## src/sv/gfmpi_pkg.sv

```systemverilog
// Package for the GF(2^16) multiply / power / inverse core.
// Holds word types, operation codes, field constants and the
// carry-less multiply and reduction helpers. No dependencies.
package gfmpi_pkg;

  localparam int FieldW = 16;
  localparam int FuncW  = 2;

  localparam logic [FuncW-1:0] FUNC_MUL = 2'd0;
  localparam logic [FuncW-1:0] FUNC_POW = 2'd1;
  localparam logic [FuncW-1:0] FUNC_INV = 2'd2;

  localparam logic [FieldW-1:0] GF_ONE       = 16'h0001;
  localparam logic [FieldW-1:0] GF_ZERO      = 16'h0000;
  // a^(2^16 - 2) = a^-1 for nonzero a
  localparam logic [FieldW-1:0] INV_EXPONENT = 16'hFFFE;

  typedef struct packed {
    logic [FuncW-1:0]  func;
    logic [FieldW-1:0] operand_a;
    logic [FieldW-1:0] operand_b;
  } req_t;

  typedef struct packed {
    logic [FieldW-1:0] result;
    logic              no_inverse;
  } rsp_t;

  // 16 x 16 carry-less product, 31 bits
  function automatic logic [2*FieldW-2:0] clmul16(input logic [FieldW-1:0] x,
                                                  input logic [FieldW-1:0] y);
    logic [2*FieldW-2:0] acc;
    acc = '0;
    for (int i = 0; i < FieldW; i++) begin
      if (y[i]) begin
        acc = acc ^ ({15'b0, x} << i);
      end
    end
    return acc;
  endfunction

  // Reduce modulo x^16 + x^5 + x^3 + x + 1 in two folds:
  // x^16 == x^5 + x^3 + x + 1, so the high part is multiplied by 0x2B.
  function automatic logic [FieldW-1:0] gf_reduce(input logic [2*FieldW-2:0] p);
    logic [14:0] h;
    logic [19:0] f1;
    logic [3:0]  t;
    logic [8:0]  f2;
    h  = p[30:16];
    f1 = {5'b0, h} ^ {4'b0, h, 1'b0} ^ {2'b0, h, 3'b0} ^ {h, 5'b0};
    t  = f1[19:16];
    f2 = {5'b0, t} ^ {4'b0, t, 1'b0} ^ {2'b0, t, 3'b0} ^ {t, 5'b0};
    return p[15:0] ^ f1[15:0] ^ {7'b0, f2};
  endfunction

endpackage

```

## src/sv/gf2_16_mul_pow_inverse_core.sv

```systemverilog
// Top level of the GF(2^16) multiply / power / inverse core.
// Sequencer around one shared multiplier. Depends on gfmpi_pkg, gfmpi_mul.
//
//  channel | signals                      | word
//  --------+------------------------------+--------------------------------
//  request | req_valid, req_ready, req    | func, operand_a, operand_b
//  result  | rsp_valid, rsp_ready, rsp    | result, no_inverse
//
// Multiply: S_MUL stores the product, then S_FIN loads the result register.
// Power / inverse: right-to-left square-and-multiply in S_STEP, one
// multiplier pass per cycle; a set low exponent bit is multiplied in and
// cleared, else the base is squared and the exponent shifted right, stopping once the remaining exponent is zero.
// req_ready is high only while the sequencer is idle; a result held in the
// output register does not block the next request. Synchronous reset
// clears the sequencer and rsp_valid.
module gf2_16_mul_pow_inverse_core
  import gfmpi_pkg::*;
(
  input  logic clk,
  input  logic rst,
  input  logic req_valid,
  output logic req_ready,
  input  req_t req,
  output logic rsp_valid,
  input  logic rsp_ready,
  output rsp_t rsp
);

  typedef enum logic [1:0] {
    S_IDLE,
    S_MUL,
    S_STEP,
    S_FIN
  } state_t;

  state_t            state;
  logic [FieldW-1:0] acc;
  logic [FieldW-1:0] base;
  logic [FieldW-1:0] expo;
  logic              flag;

  logic [FieldW-1:0] mul_x;
  logic [FieldW-1:0] mul_y;
  logic [FieldW-1:0] mul_p;

  gfmpi_mul u_mul (
    .x (mul_x),
    .y (mul_y),
    .p (mul_p)
  );

  // operand select for the shared multiplier
  always_comb begin
    mul_x = base;
    mul_y = base;
    case (state)
      S_MUL:   mul_y = expo;
      S_STEP:  if (expo[0]) mul_x = acc;
      default: mul_y = base;
    endcase
  end

  assign req_ready = (state == S_IDLE);

  always_ff @(posedge clk) begin
    if (rst) begin
      state     <= S_IDLE;
      rsp_valid <= 1'b0;
    end else begin
      // in the finish state the output register is reloaded instead
      if (rsp_valid && rsp_ready && state != S_FIN) begin
        rsp_valid <= 1'b0;
      end
      case (state)
        S_IDLE: begin
          if (req_valid) begin
            base <= req.operand_a;
            expo <= (req.func == FUNC_INV) ? INV_EXPONENT : req.operand_b;
            flag <= (req.func == FUNC_INV) && (req.operand_a == GF_ZERO);
            acc  <= (req.func inside {FUNC_MUL, FUNC_POW, FUNC_INV}) ? GF_ONE : GF_ZERO;
            case (req.func)
              FUNC_MUL:           state <= S_MUL;
              FUNC_POW, FUNC_INV: state <= S_STEP;
              default:            state <= S_FIN;
            endcase
          end
        end
        S_MUL: begin
          acc   <= mul_p;
          state <= S_FIN;
        end
        S_STEP: begin
          if (expo == GF_ZERO) begin
            state <= S_FIN;
          end else if (expo[0]) begin
            acc     <= mul_p;
            expo[0] <= 1'b0;
          end else begin
            base <= mul_p;
            expo <= {1'b0, expo[FieldW-1:1]};
          end
        end
        S_FIN: begin
          // wait for the output register to free up
          if (!rsp_valid || rsp_ready) begin
            rsp.result     <= acc;
            rsp.no_inverse <= flag;
            rsp_valid      <= 1'b1;
            state          <= S_IDLE;
          end
        end
        default: state <= S_IDLE;
      endcase
    end
  end

  a_busy_after_accept: assert property (@(posedge clk) disable iff (rst)
    (req_valid && req_ready) |=> !req_ready)
    else $error("request accepted while sequencer busy");

  a_flag_zero_result: assert property (@(posedge clk) disable iff (rst)
    (rsp_valid && rsp.no_inverse) |-> (rsp.result == GF_ZERO))
    else $error("no_inverse set with nonzero result");

  a_rsp_from_fin: assert property (@(posedge clk) disable iff (rst)
    $rose(rsp_valid) |-> $past(state == S_FIN))
    else $error("result word loaded outside finish state");

  a_no_overwrite: assert property (@(posedge clk) disable iff (rst)
    (rsp_valid && !rsp_ready && state == S_FIN) |=> (state == S_FIN))
    else $error("finish state left while result word still pending");

endmodule

```

## src/sv/gfmpi_mul.sv

```systemverilog
// Shared GF(2^16) multiplier: carry-less product plus reduction.
// Combinational unit. Depends on gfmpi_pkg.
module gfmpi_mul
  import gfmpi_pkg::*;
(
  input  logic [FieldW-1:0] x,
  input  logic [FieldW-1:0] y,
  output logic [FieldW-1:0] p
);

  logic [2*FieldW-2:0] prod;

  assign prod = clmul16(x, y);
  assign p    = gf_reduce(prod);

endmodule

```

## config.mk

```make
export PLATFORM = sky130hd
export DESIGN_NAME = gf2_16_mul_pow_inverse_core
export DESIGN_NICKNAME = d
export VERILOG_FILES = /design/src/sv/gfmpi_pkg.sv /design/src/sv/gf2_16_mul_pow_inverse_core.sv /design/src/sv/gfmpi_mul.sv
export SDC_FILE = /design/constraint.sdc
export NUM_CORES = 1
export LEC_CHECK = 0
export ABC_CLOCK_PERIOD_IN_PS = 5900
export BUFFER_PORTS_ARGS = -buffer_cell sky130_fd_sc_hd__buf_2
export CORE_MARGIN = 5
export CORE_UTILIZATION = 62
export DETAILED_ROUTE_END_ITERATION = 7
export PLACE_DENSITY = 0.87
export SLEW_MARGIN = 5
export SYNTH_ARGS = -nofsm -noshare
export SYNTH_HDL_FRONTEND = slang
export SYNTH_SLANG_ARGS = --single-unit
```

## constraint.sdc

```tcl
create_clock -name clk -period 5.9 [get_ports clk]
set_input_delay 0.295 -clock clk [delete_from_list [all_inputs] [get_ports clk]]
set_output_delay 0.295 -clock clk [all_outputs]
set_load 0.005 [all_outputs]
```

==> results of run 1 <==
-- worst max-delay path: stages (launching register included) --
cell and delay [ps]:
dfxtp_1 380, inv_1 130, ha_4 390, a21boi_1 1240, o21ai_2 120, xnor3_1 420, xnor3_1 390, xnor3_1 260
xnor3_2 420, xnor3_1 350, mux2_2 270
-- registers in the layout, summed over array words and instances, names as in the netlist --
name,count
acc,16
base,16
expo,16
flag,1
rsp,17
rsp_valid,1
state,2
-- Yosys cell counts (all sizes together) --
cell type	instances	area, um2
a211oi	2	15.0
a21boi	16	195
a21oi	10	50.1
a221oi	1	8.76
a32o	1	10.0
a32oi	1	8.76
and2	10	62.6
and3	16	100
buf	18	161
clkbuf	59	223
dfxtp	3	60.1
edfxtp	66	1980
ha	8	100
inv	7	26.3
mux2	26	297
mux2i	1	10.0
nand2	45	169
nand3b	1	7.51
nand4	2	12.5
nor2	41	154
nor2b	2	12.5
nor3b	1	7.51
nor4	7	43.8
nor4b	1	8.76
o21ai	241	1220
or2	5	33.8
xnor2	163	1470
xnor3	30	682
xor2	54	488
xor3	1	23.8
-- per-layer routing --
metal  track usage  up-vias  part of all wire
met5             0        -                 0
met4         0.161        0             0.063
met3        0.0918      162              0.15
met2         0.502      666              0.45
met1         0.409     3175              0.35
li1              -     2881                 -
-- worst paths after layout --
kind	startpoint	end	slack, ps
hold / removal	rst	state[1]$_SDFFE_PP0P_	210
setup reg to reg	state[0]$_SDFFE_PP0P_	base[3]$_DFFE_PP_	1260
hold reg to reg	flag$_DFFE_PP_	rsp[0]$_DFFE_PP_	420
setup / recovery	state[0]$_SDFFE_PP0P_	base[3]$_DFFE_PP_	1260
-- logic make-up after synthesis --
group                      count (synthesis)  share of synthesized area
xor gates and xnor gates                 248                      0.349
muxes                                     27                     0.0401
adders and majority gates                  8                     0.0131
DFF                                       69                      0.267
AOI/OAI and AO/OA                        272                      0.197
buffers and inverters                     84                     0.0537
and+or+nand+nor                          131                     0.0800
-- metrics by stage --
stage | util | setup WS (ps) | instances | hold slack, ps
floorplan | - | 1540 | 839 | 367
global placement | 0.649 | 1580 | 992 | 408
detailed placement | 0.649 | 1510 | 992 | 406
CTS | 0.677 | 1460 | 1008 | 208
global route | 0.677 | 1250 | 1008 | 225
finish | 0.677 | 1260 | 1008 | 209
-- final cells by class --
| type | instances | area, um2 | share of cell area |
|---|---|---|---|
| tap | 168 | 210 | 0.0257 |
| clock buffer | 13 | 270 | 0.0331 |
| sequential | 69 | 2040 | 0.250 |
| clock inverter | 3 | 67.6 | 0.00827 |
| timing repair buffer | 62 | 325 | 0.0398 |
| inverter | 7 | 26.3 | 0.00322 |
| multi-input combinational | 686 | 5230 | 0.640 |
==> results_dict.tcl, run 1 <==
set metrics [dict create \
    worstSetupStartpointType "flip-flop" \
    critical_path_class "flip-flop to flip-flop" \
    ys_ff_latch 69 \
    drt_first_pass_iters 8 \
    wl_um 24000 \
    cts_setup_buffers 0 \
    final_common_cell "o21ai_0" \
    drc 0 \
    drt-vias-per-instance 6.83 \
    grt_pass1_wl_um 36300 \
    diodes 0 \
    grt_antenna_before_repair 0 \
    dieArea_mm2 0.0147 \
    violations "capacitance limit, slew limit" \
    status "finished with violations" \
    critPathRequiredTime_ps 5990 \
    fin_setup_tns_ps 0 \
    yosys_warnings 0 \
    grt_pass1_vias 6344 \
    worstMarginPinSlew_ps 1500 \
    boundaryPins 57 \
    fin_crit_ps 4640 \
    final_layout_size_suffix_gt1_frac 0.167 \
    grt_max_degree 57 \
    rsz0062_at_grt "no" \
    cts_made_buffers 9 \
    cts_hold_buf 0 \
    nFillCells 870 \
    fin_worst_skew_ps 4.89 \
    die_w_um 121 \
    syn_avg_cell_area_um2 9.11 \
    via_count 6884 \
    clock.fmax_mhz 216 \
    clkLatencyLatePin_ps 340 \
    coreArea_mm2 0.0121 \
    ys_seq_area_frac 0.267 \
    post_drt_wl_per_cell_um 23.8 \
    grt-ovfl-total 0 \
    nets 881 \
    hold_depth 2 \
    cts.htree.levels 3 \
    synth_cells 839 \
    dieHeight_um 121 \
    cp_data_arrival_time_ps 4730 \
    worstHoldPathType "input pin to flip-flop" \
    numPortBuffers 56 \
    cp_max_fo 56 \
    cts_tree "yes" \
    final_cell_mix "o21ai_0 (212), xnor2_1 (157), edfxtp_1 (66)" \
    dpl.hpwl_um 15500 \
    clockBufferDepth 2 \
    endpoint_kind "flip-flop" \
    drtAntennaViolNets 0 \
    drt_iter0_markers 1421 \
    hold_viol 0 \
    start_util 0.634 \
    place.gp.congestion 1.01 \
    maxCapViolCount 1 \
    syn-num-nets 885 \
    cts_root_buffer "clkbuf_16" \
    max-slew-margin-rel -0.00243 \
    post-route-period-util 0.786 \
    area_delta_synth_final_pct 6.86 \
    clk_pin_slew_ps 50 \
    rows 40 \
    slew_violations 17 \
    ff2ff_path_depth 10 \
    final_area_mm2 0.00817 \
    syn_area_mm2 0.00765 \
    grt_usage 0.322 \
    cts_sinks 69 \
    finalSetupViolCount 0 \
    cts_resized 0 \
    dpl-instance-area_mm2 0.00783 \
    synthDistinctLibCells 45 \
]
Power of run 1 is not shown: default switching activity piles up to over one toggle a cycle in this logic, so the estimate is an artifact.
==> run 2, diff against run 1 <==
--- a/config.mk
+++ b/config.mk
@@ -5,12 +5,12 @@
 export SDC_FILE = /design/constraint.sdc
 export NUM_CORES = 1
 export LEC_CHECK = 0
-export ABC_CLOCK_PERIOD_IN_PS = 5900
+export ABC_CLOCK_PERIOD_IN_PS = 4100
 export BUFFER_PORTS_ARGS = -buffer_cell sky130_fd_sc_hd__buf_2
 export CORE_MARGIN = 5
-export CORE_UTILIZATION = 62
+export CORE_UTILIZATION = 56
 export DETAILED_ROUTE_END_ITERATION = 7
-export PLACE_DENSITY = 0.87
+export PLACE_DENSITY = 0.83
 export SLEW_MARGIN = 5
 export SYNTH_ARGS = -nofsm -noshare
 export SYNTH_HDL_FRONTEND = slang
==> constraint.sdc (replaced) <==
create_clock -name clk -period 4.1 [get_ports clk]
set_input_delay 0.205 -clock clk [delete_from_list [all_inputs] [get_ports clk]]
set_output_delay 0.205 -clock clk [all_outputs]
set_load 0.005 [all_outputs]
==> run 2 against run 1 <==
The flow now finishes without violations. Routed wire length increased by 0.53%. Hold slack lost 90 ps. Cell count up 5.0%. Register-to-register slack worse by 1200 ps. Sequential share of layout area fell by 0.77 points. Clock skew is 1.6 ps higher. Via count increased by 0.67%. First-iteration DRC count shrank 25%. Non-clock buffer count increased by 42. Die area grew 9.8%. Fmax increased by 15%. Critical path type unchanged. Largest cell class unchanged.
==> results_dict.tcl, run 2 (synthesis results as in run 1) <==
set metrics [dict create \
    status "completed" \
    largest_reg_flops 17 \
    stdcell_count 1058 \
    boundaryPins 57 \
    worstHoldPathType "input pin to flip-flop" \
    max_stage_delay_ps 700 \
    dpl.hpwl_um 17000 \
    hold_depth 2 \
    fin_setup_tns_ps 0 \
    wl_met1_um 8780 \
    area_delta_synth_final_pct 10.2 \
    holdPathEnd "rsp_valid$_SDFF_PP0_" \
    via_count 6930 \
    drc 0 \
    cts_root_buffer "clkbuf_16" \
    cts_resized 0 \
    grt_pass1_wl_um 37100 \
    dp.cells 1042 \
    diodes 0 \
    min-delay-start "rst" \
    dieHeight_um 127 \
    finalSetupViolCount 0 \
    post_drt_wl_per_cell_um 22.8 \
    timing.rr.start "state[0]$_SDFFE_PP0P_" \
    rows 42 \
    cts_tree "yes" \
    fin_worst_skew_ps 6.50 \
    drtAntennaViolNets 0 \
    slowest_stage "and3_1" \
    clkLatencyLatePin_ps 340 \
    grt_max_degree 56 \
    drt_iter0_markers 1059 \
    wl_met3_um 3290 \
    largest-register "rsp" \
    fin_crit_ps 4040 \
    drt-vias-per-instance 6.55 \
    grt_antenna_before_repair 1 \
    start_util 0.575 \
    postLayoutCoreUtil 0.634 \
    critical_path_class "flip-flop to flip-flop" \
    clock.fmax_mhz 248 \
    final_cell_mix "o21ai_0 (212), xnor2_1 (157), edfxtp_1 (66)" \
    grt_usage 0.294 \
    cts_setup_buffers 0 \
    cpMostUsedCell "xnor2_1" \
    cts_sinks 69 \
    place.gp.congestion 1.06 \
    numPortBuffers 56 \
    r2r_slack_ps 60 \
    cts_made_buffers 9 \
    drt_first_pass_iters 7 \
    cts.htree.levels 3 \
    grt_pass1_vias 6598 \
    slew_violations 0 \
    dieArea_mm2 0.0161 \
    grt-ovfl-total 0 \
    critPathRequiredTime_ps 4190 \
    wl_met2_um 10700 \
    clk_pin_slew_ps 60 \
    final_layout_size_suffix_gt1_frac 0.206 \
    endpoint_kind "flip-flop" \
    rsz0062_at_grt "no" \
    maxCapViolCount 0 \
    cp_max_fo 22 \
    whs_ps 119 \
    final_common_cell "o21ai_0" \
    crit_chain "inv_1 > ha_4 > and3_1 > o21ai_0 > xnor2_1 > xnor2_1 > xnor3_2 > xor2_2 > xnor3_1 > mux2_2" \
    coreArea_mm2 0.0133 \
    max-slew-margin-rel 0.287 \
    worstMarginPinSlew_ps 1070 \
    post-route-period-util 0.985 \
    nets 923 \
    cp_data_arrival_time_ps 4130 \
    wl_um 24100 \
    ff2ff_path_depth 10 \
    die_w_um 127 \
    hold_viol 0 \
    worstSetupStartpointType "flip-flop" \
    highest_layer "met5" \
    cts_hold_buf 0 \
    r2r_end "base[9]$_DFFE_PP_" \
    clockBufferDepth 2 \
]
==> run 2: cell count changes in the layout (fill, tap and decap cells not counted), sizes merged <==
cell / change
buf: +42
clkinv: +4
clkbuf: -3
bufinv: -2
inv: +1
==> run 2: how the worst max path moves through the flow <==
stage / slack (ps) / cells after the start / endpoint / startpoint
floorplan: 670 / 11 / base[3]$_DFFE_PP_ / state[0]$_SDFFE_PP0P_
CTS: 140 / 10 / base[9]$_DFFE_PP_ / state[0]$_SDFFE_PP0P_
global placement: 370 / 10 / base[9]$_DFFE_PP_ / state[0]$_SDFFE_PP0P_
global route: 7 / 10 / base[9]$_DFFE_PP_ / state[0]$_SDFFE_PP0P_
finish: 60 / 10 / base[9]$_DFFE_PP_ / state[0]$_SDFFE_PP0P_
detailed placement: 210 / 10 / base[9]$_DFFE_PP_ / state[0]$_SDFFE_PP0P_
==> run 2: routing by layer <==
layer / GRT usage / vias up
met5: 0 / -
met2: 0.450 / 584
met4: 0.141 / 2
li1: - / 2973
met3: 0.0841 / 139
met1: 0.385 / 3232
==> run 2: through the flow <==
step | setup WS, ps | cell area (um2)
3_5_place_dp | 205 | 8160
4_1_cts | 140 | 8430
5_1_grt | 6.53 | 8430
6_report | 60.5 | 8430
3_3_place_gp | 374 | 8160
2_1_floorplan | 669 | 7650
==> run 2: cell type report <==
cell class | count | area (um2)
Timing Repair Buffer | 104 | 641
Sequential cell | 69 | 2040
Clock buffer | 10 | 229
Inverter | 7 | 26.3
Multi-Input combinational cell | 686 | 5230
Clock inverter | 6 | 38.8
Tap cell | 176 | 220
Fill cell | 1065 | 4870
==> run 2: critical path: cells and delay by family, from the launching register on <==
kind	cells	cell delay [ps]
xor gates and xnor gates	5	1730
adders and majority gates	1	320
AOI/OAI and AO/OA	1	250
DFF	1	320
muxes	1	290
and+or+nand+nor	1	700
buffers and inverters	1	170
Power of run 2 is left out for the same reason.
==> run 3, diff against run 2 <==
--- a/config.mk
+++ b/config.mk
@@ -10,6 +10,8 @@
 export CORE_MARGIN = 5
 export CORE_UTILIZATION = 56
 export DETAILED_ROUTE_END_ITERATION = 7
+export GPL_TIMING_DRIVEN = 0
+export MAX_ROUTING_LAYER = met4
 export PLACE_DENSITY = 0.83
 export SLEW_MARGIN = 5
 export SYNTH_ARGS = -nofsm -noshare
==> run 3 against run 2 <==
The flow now finishes with violations (DRC). Core utilization grew 0.85 points. Cell count increased by 2.9%. First-iteration DRC count grew 5.2%. Non-clock buffer count grew 31. Critical path depth grew 2. Via count grew 0.62%. Sequential share of layout area is 0.32 points lower. Clock-buffer cell count shrank 1. Critical endpoint is now base[1]$_DFFE_PP_.
==> results_dict.tcl, run 3 (synthesis results as in run 1) <==
set metrics [dict create \
    status "finished with violations" \
    violations "DRC" \
    nets 954 \
    cts_hold_buf 0 \
    worstSetupStartpointType "flip-flop" \
    largest_reg_flops 17 \
    clock.fmax_mhz 246 \
    drt-vias-per-instance 6.40 \
    start_util 0.575 \
    post_drt_wl_per_cell_um 22.4 \
    crit_chain "inv_1 > ha_2 > buf_6 > buf_12 > a21boi_2 > buf_2 > o21ai_0 > xor2_2 > xor2_1 > xnor3_1 > xnor3_1 > mux2_2" \
    hold_depth 2 \
    postLayoutCoreUtil 0.642 \
    r2r_slack_ps 30 \
    drt_iter0_markers 1114 \
    coreArea_mm2 0.0133 \
    path_buf_inv 4 \
    final_area_mm2 0.00854 \
    cts_sinks 69 \
    finalSetupViolCount 0 \
    slowest_stage "xnor3_1" \
    die_w_um 127 \
    cts_made_buffers 9 \
    via_count 6973 \
    timing.rr.start "state[0]$_SDFFE_PP0P_" \
    cts_tree "yes" \
    clockBufferDepth 2 \
    cts_root_buffer "clkbuf_16" \
    cts.htree.levels 3 \
    cpMostUsedCell "xnor3_1" \
    dieHeight_um 127 \
    dpl.hpwl_um 17600 \
    fin_crit_ps 4070 \
    final_cell_mix "o21ai_0 (212), xnor2_1 (156), edfxtp_1 (66)" \
    cts_setup_buffers 0 \
    boundaryPins 57 \
    final_layout_size_suffix_gt1_frac 0.185 \
    max_stage_delay_ps 540 \
    drtAntennaViolNets 0 \
    rows 42 \
    dieArea_mm2 0.0161 \
    clk_pin_slew_ps 60 \
    final_common_cell "o21ai_0" \
    cp_top_family "XOR/XNOR gates" \
    area_delta_synth_final_pct 11.7 \
    dpl-instance-area_mm2 0.00820 \
    grt_pass1_wl_um 36700 \
    max-slew-margin-rel 0.476 \
    numPortBuffers 56 \
    clkLatencyLatePin_ps 330 \
    post-route-period-util 0.992 \
    critPathRequiredTime_ps 4190 \
    ff2ff_path_depth 12 \
    maxCapViolCount 0 \
    critical_path_class "flip-flop to flip-flop" \
    grt-ovfl-total 0 \
    cp_max_fo 10 \
    worstMarginPinSlew_ps 784 \
    rsz0062_at_grt "yes" \
    min-delay-start "rst" \
    grt_max_degree 20 \
    worstHoldPathType "input pin to flip-flop" \
    slew_violations 0 \
    grt_antenna_before_repair 1 \
    r2r_end "base[1]$_DFFE_PP_" \
    drc 2 \
    cp_data_arrival_time_ps 4150 \
    wl_um 24400 \
    drt_first_pass_iters 8 \
    grt_usage 0.304 \
    endpoint_kind "flip-flop" \
    fin_worst_skew_ps 10.1 \
    holdPathEnd "state[0]$_SDFFE_PP0P_" \
    hold_viol 0 \
    largest-register "rsp" \
    grt_pass1_vias 6536 \
    place.gp.congestion 1.01 \
]
-- run 3: changes by cell type in the layout (fill, tap and decap cells not counted), sizes merged --
cell	previous run	this run
buf	104	75
bufinv	0	1
clkbuf	10	69
clkinv	4	2
clkinvlp	1	3
diode	0	1
inv	8	7
-- run 3: worst max path at each step --
stage | endpoint | startpoint | cells past startpoint
CTS | base[3]$_DFFE_PP_ | state[0]$_SDFFE_PP0P_ | 12
finish | base[1]$_DFFE_PP_ | state[0]$_SDFFE_PP0P_ | 12
global placement | base[3]$_DFFE_PP_ | state[0]$_SDFFE_PP0P_ | 12
global route | base[1]$_DFFE_PP_ | state[0]$_SDFFE_PP0P_ | 13
detailed placement | base[3]$_DFFE_PP_ | state[0]$_SDFFE_PP0P_ | 12
floorplan | base[3]$_DFFE_PP_ | state[0]$_SDFFE_PP0P_ | 11
-- run 3: worst register-to-register path, cell delays in order (launching register included) --
cell and delay (ps):
dfxtp_1 370, inv_1 110, ha_2 280, buf_6 180, buf_12 150, a21boi_2 370, buf_2 290, o21ai_0 150
xor2_2 400, xor2_1 340, xnor3_1 540, xnor3_1 390, mux2_2 270
-- run 3: area by class of cell --
| cell class | count | area (um2) |
|---|---|---|
| Clock inverter | 6 | 65.1 |
| Buffer | 76 | 402 |
| Clock buffer | 9 | 225 |
| Multi-Input combinational cell | 686 | 5250 |
| Inverter | 7 | 26.3 |
| Sequential cell | 69 | 2040 |
| Fill cell | 1088 | 4750 |
| Antenna cell | 1 | 2.50 |
| Timing Repair Buffer | 59 | 310 |
| Tap cell | 176 | 220 |
-- run 3: timing repair --
action / CTS / global route
resized for setup: 8 / 25
cloned: 0 / 0
setup endpoints to repair: 10 / 20
endpoints found under the hold margin: 0 / 0
-- run 3: per-layer routing --
| layer | routed length (um) | track usage | up-vias |
|---|---|---|---|
| met5 | 0 | - | - |
| li1 | - | - | 3029 |
| met4 | 907 | 0.105 | 0 |
| met3 | 3080 | 0.0727 | 86 |
| met2 | 11000 | 0.463 | 550 |
| met1 | 9360 | 0.400 | 3308 |
-- run 3: through the flow --
step,hold WS (ps),TNS [ps],cells,setup WS (ps)
finish,122,0,1089,32.7
global route,135,-4.66,1089,-4.66
CTS,111,0,1089,16.7
detailed placement,434,-536,1074,-189
global placement,402,-233,1071,-116
floorplan,277,0,839,669
Power of run 3 is left out for the same reason.
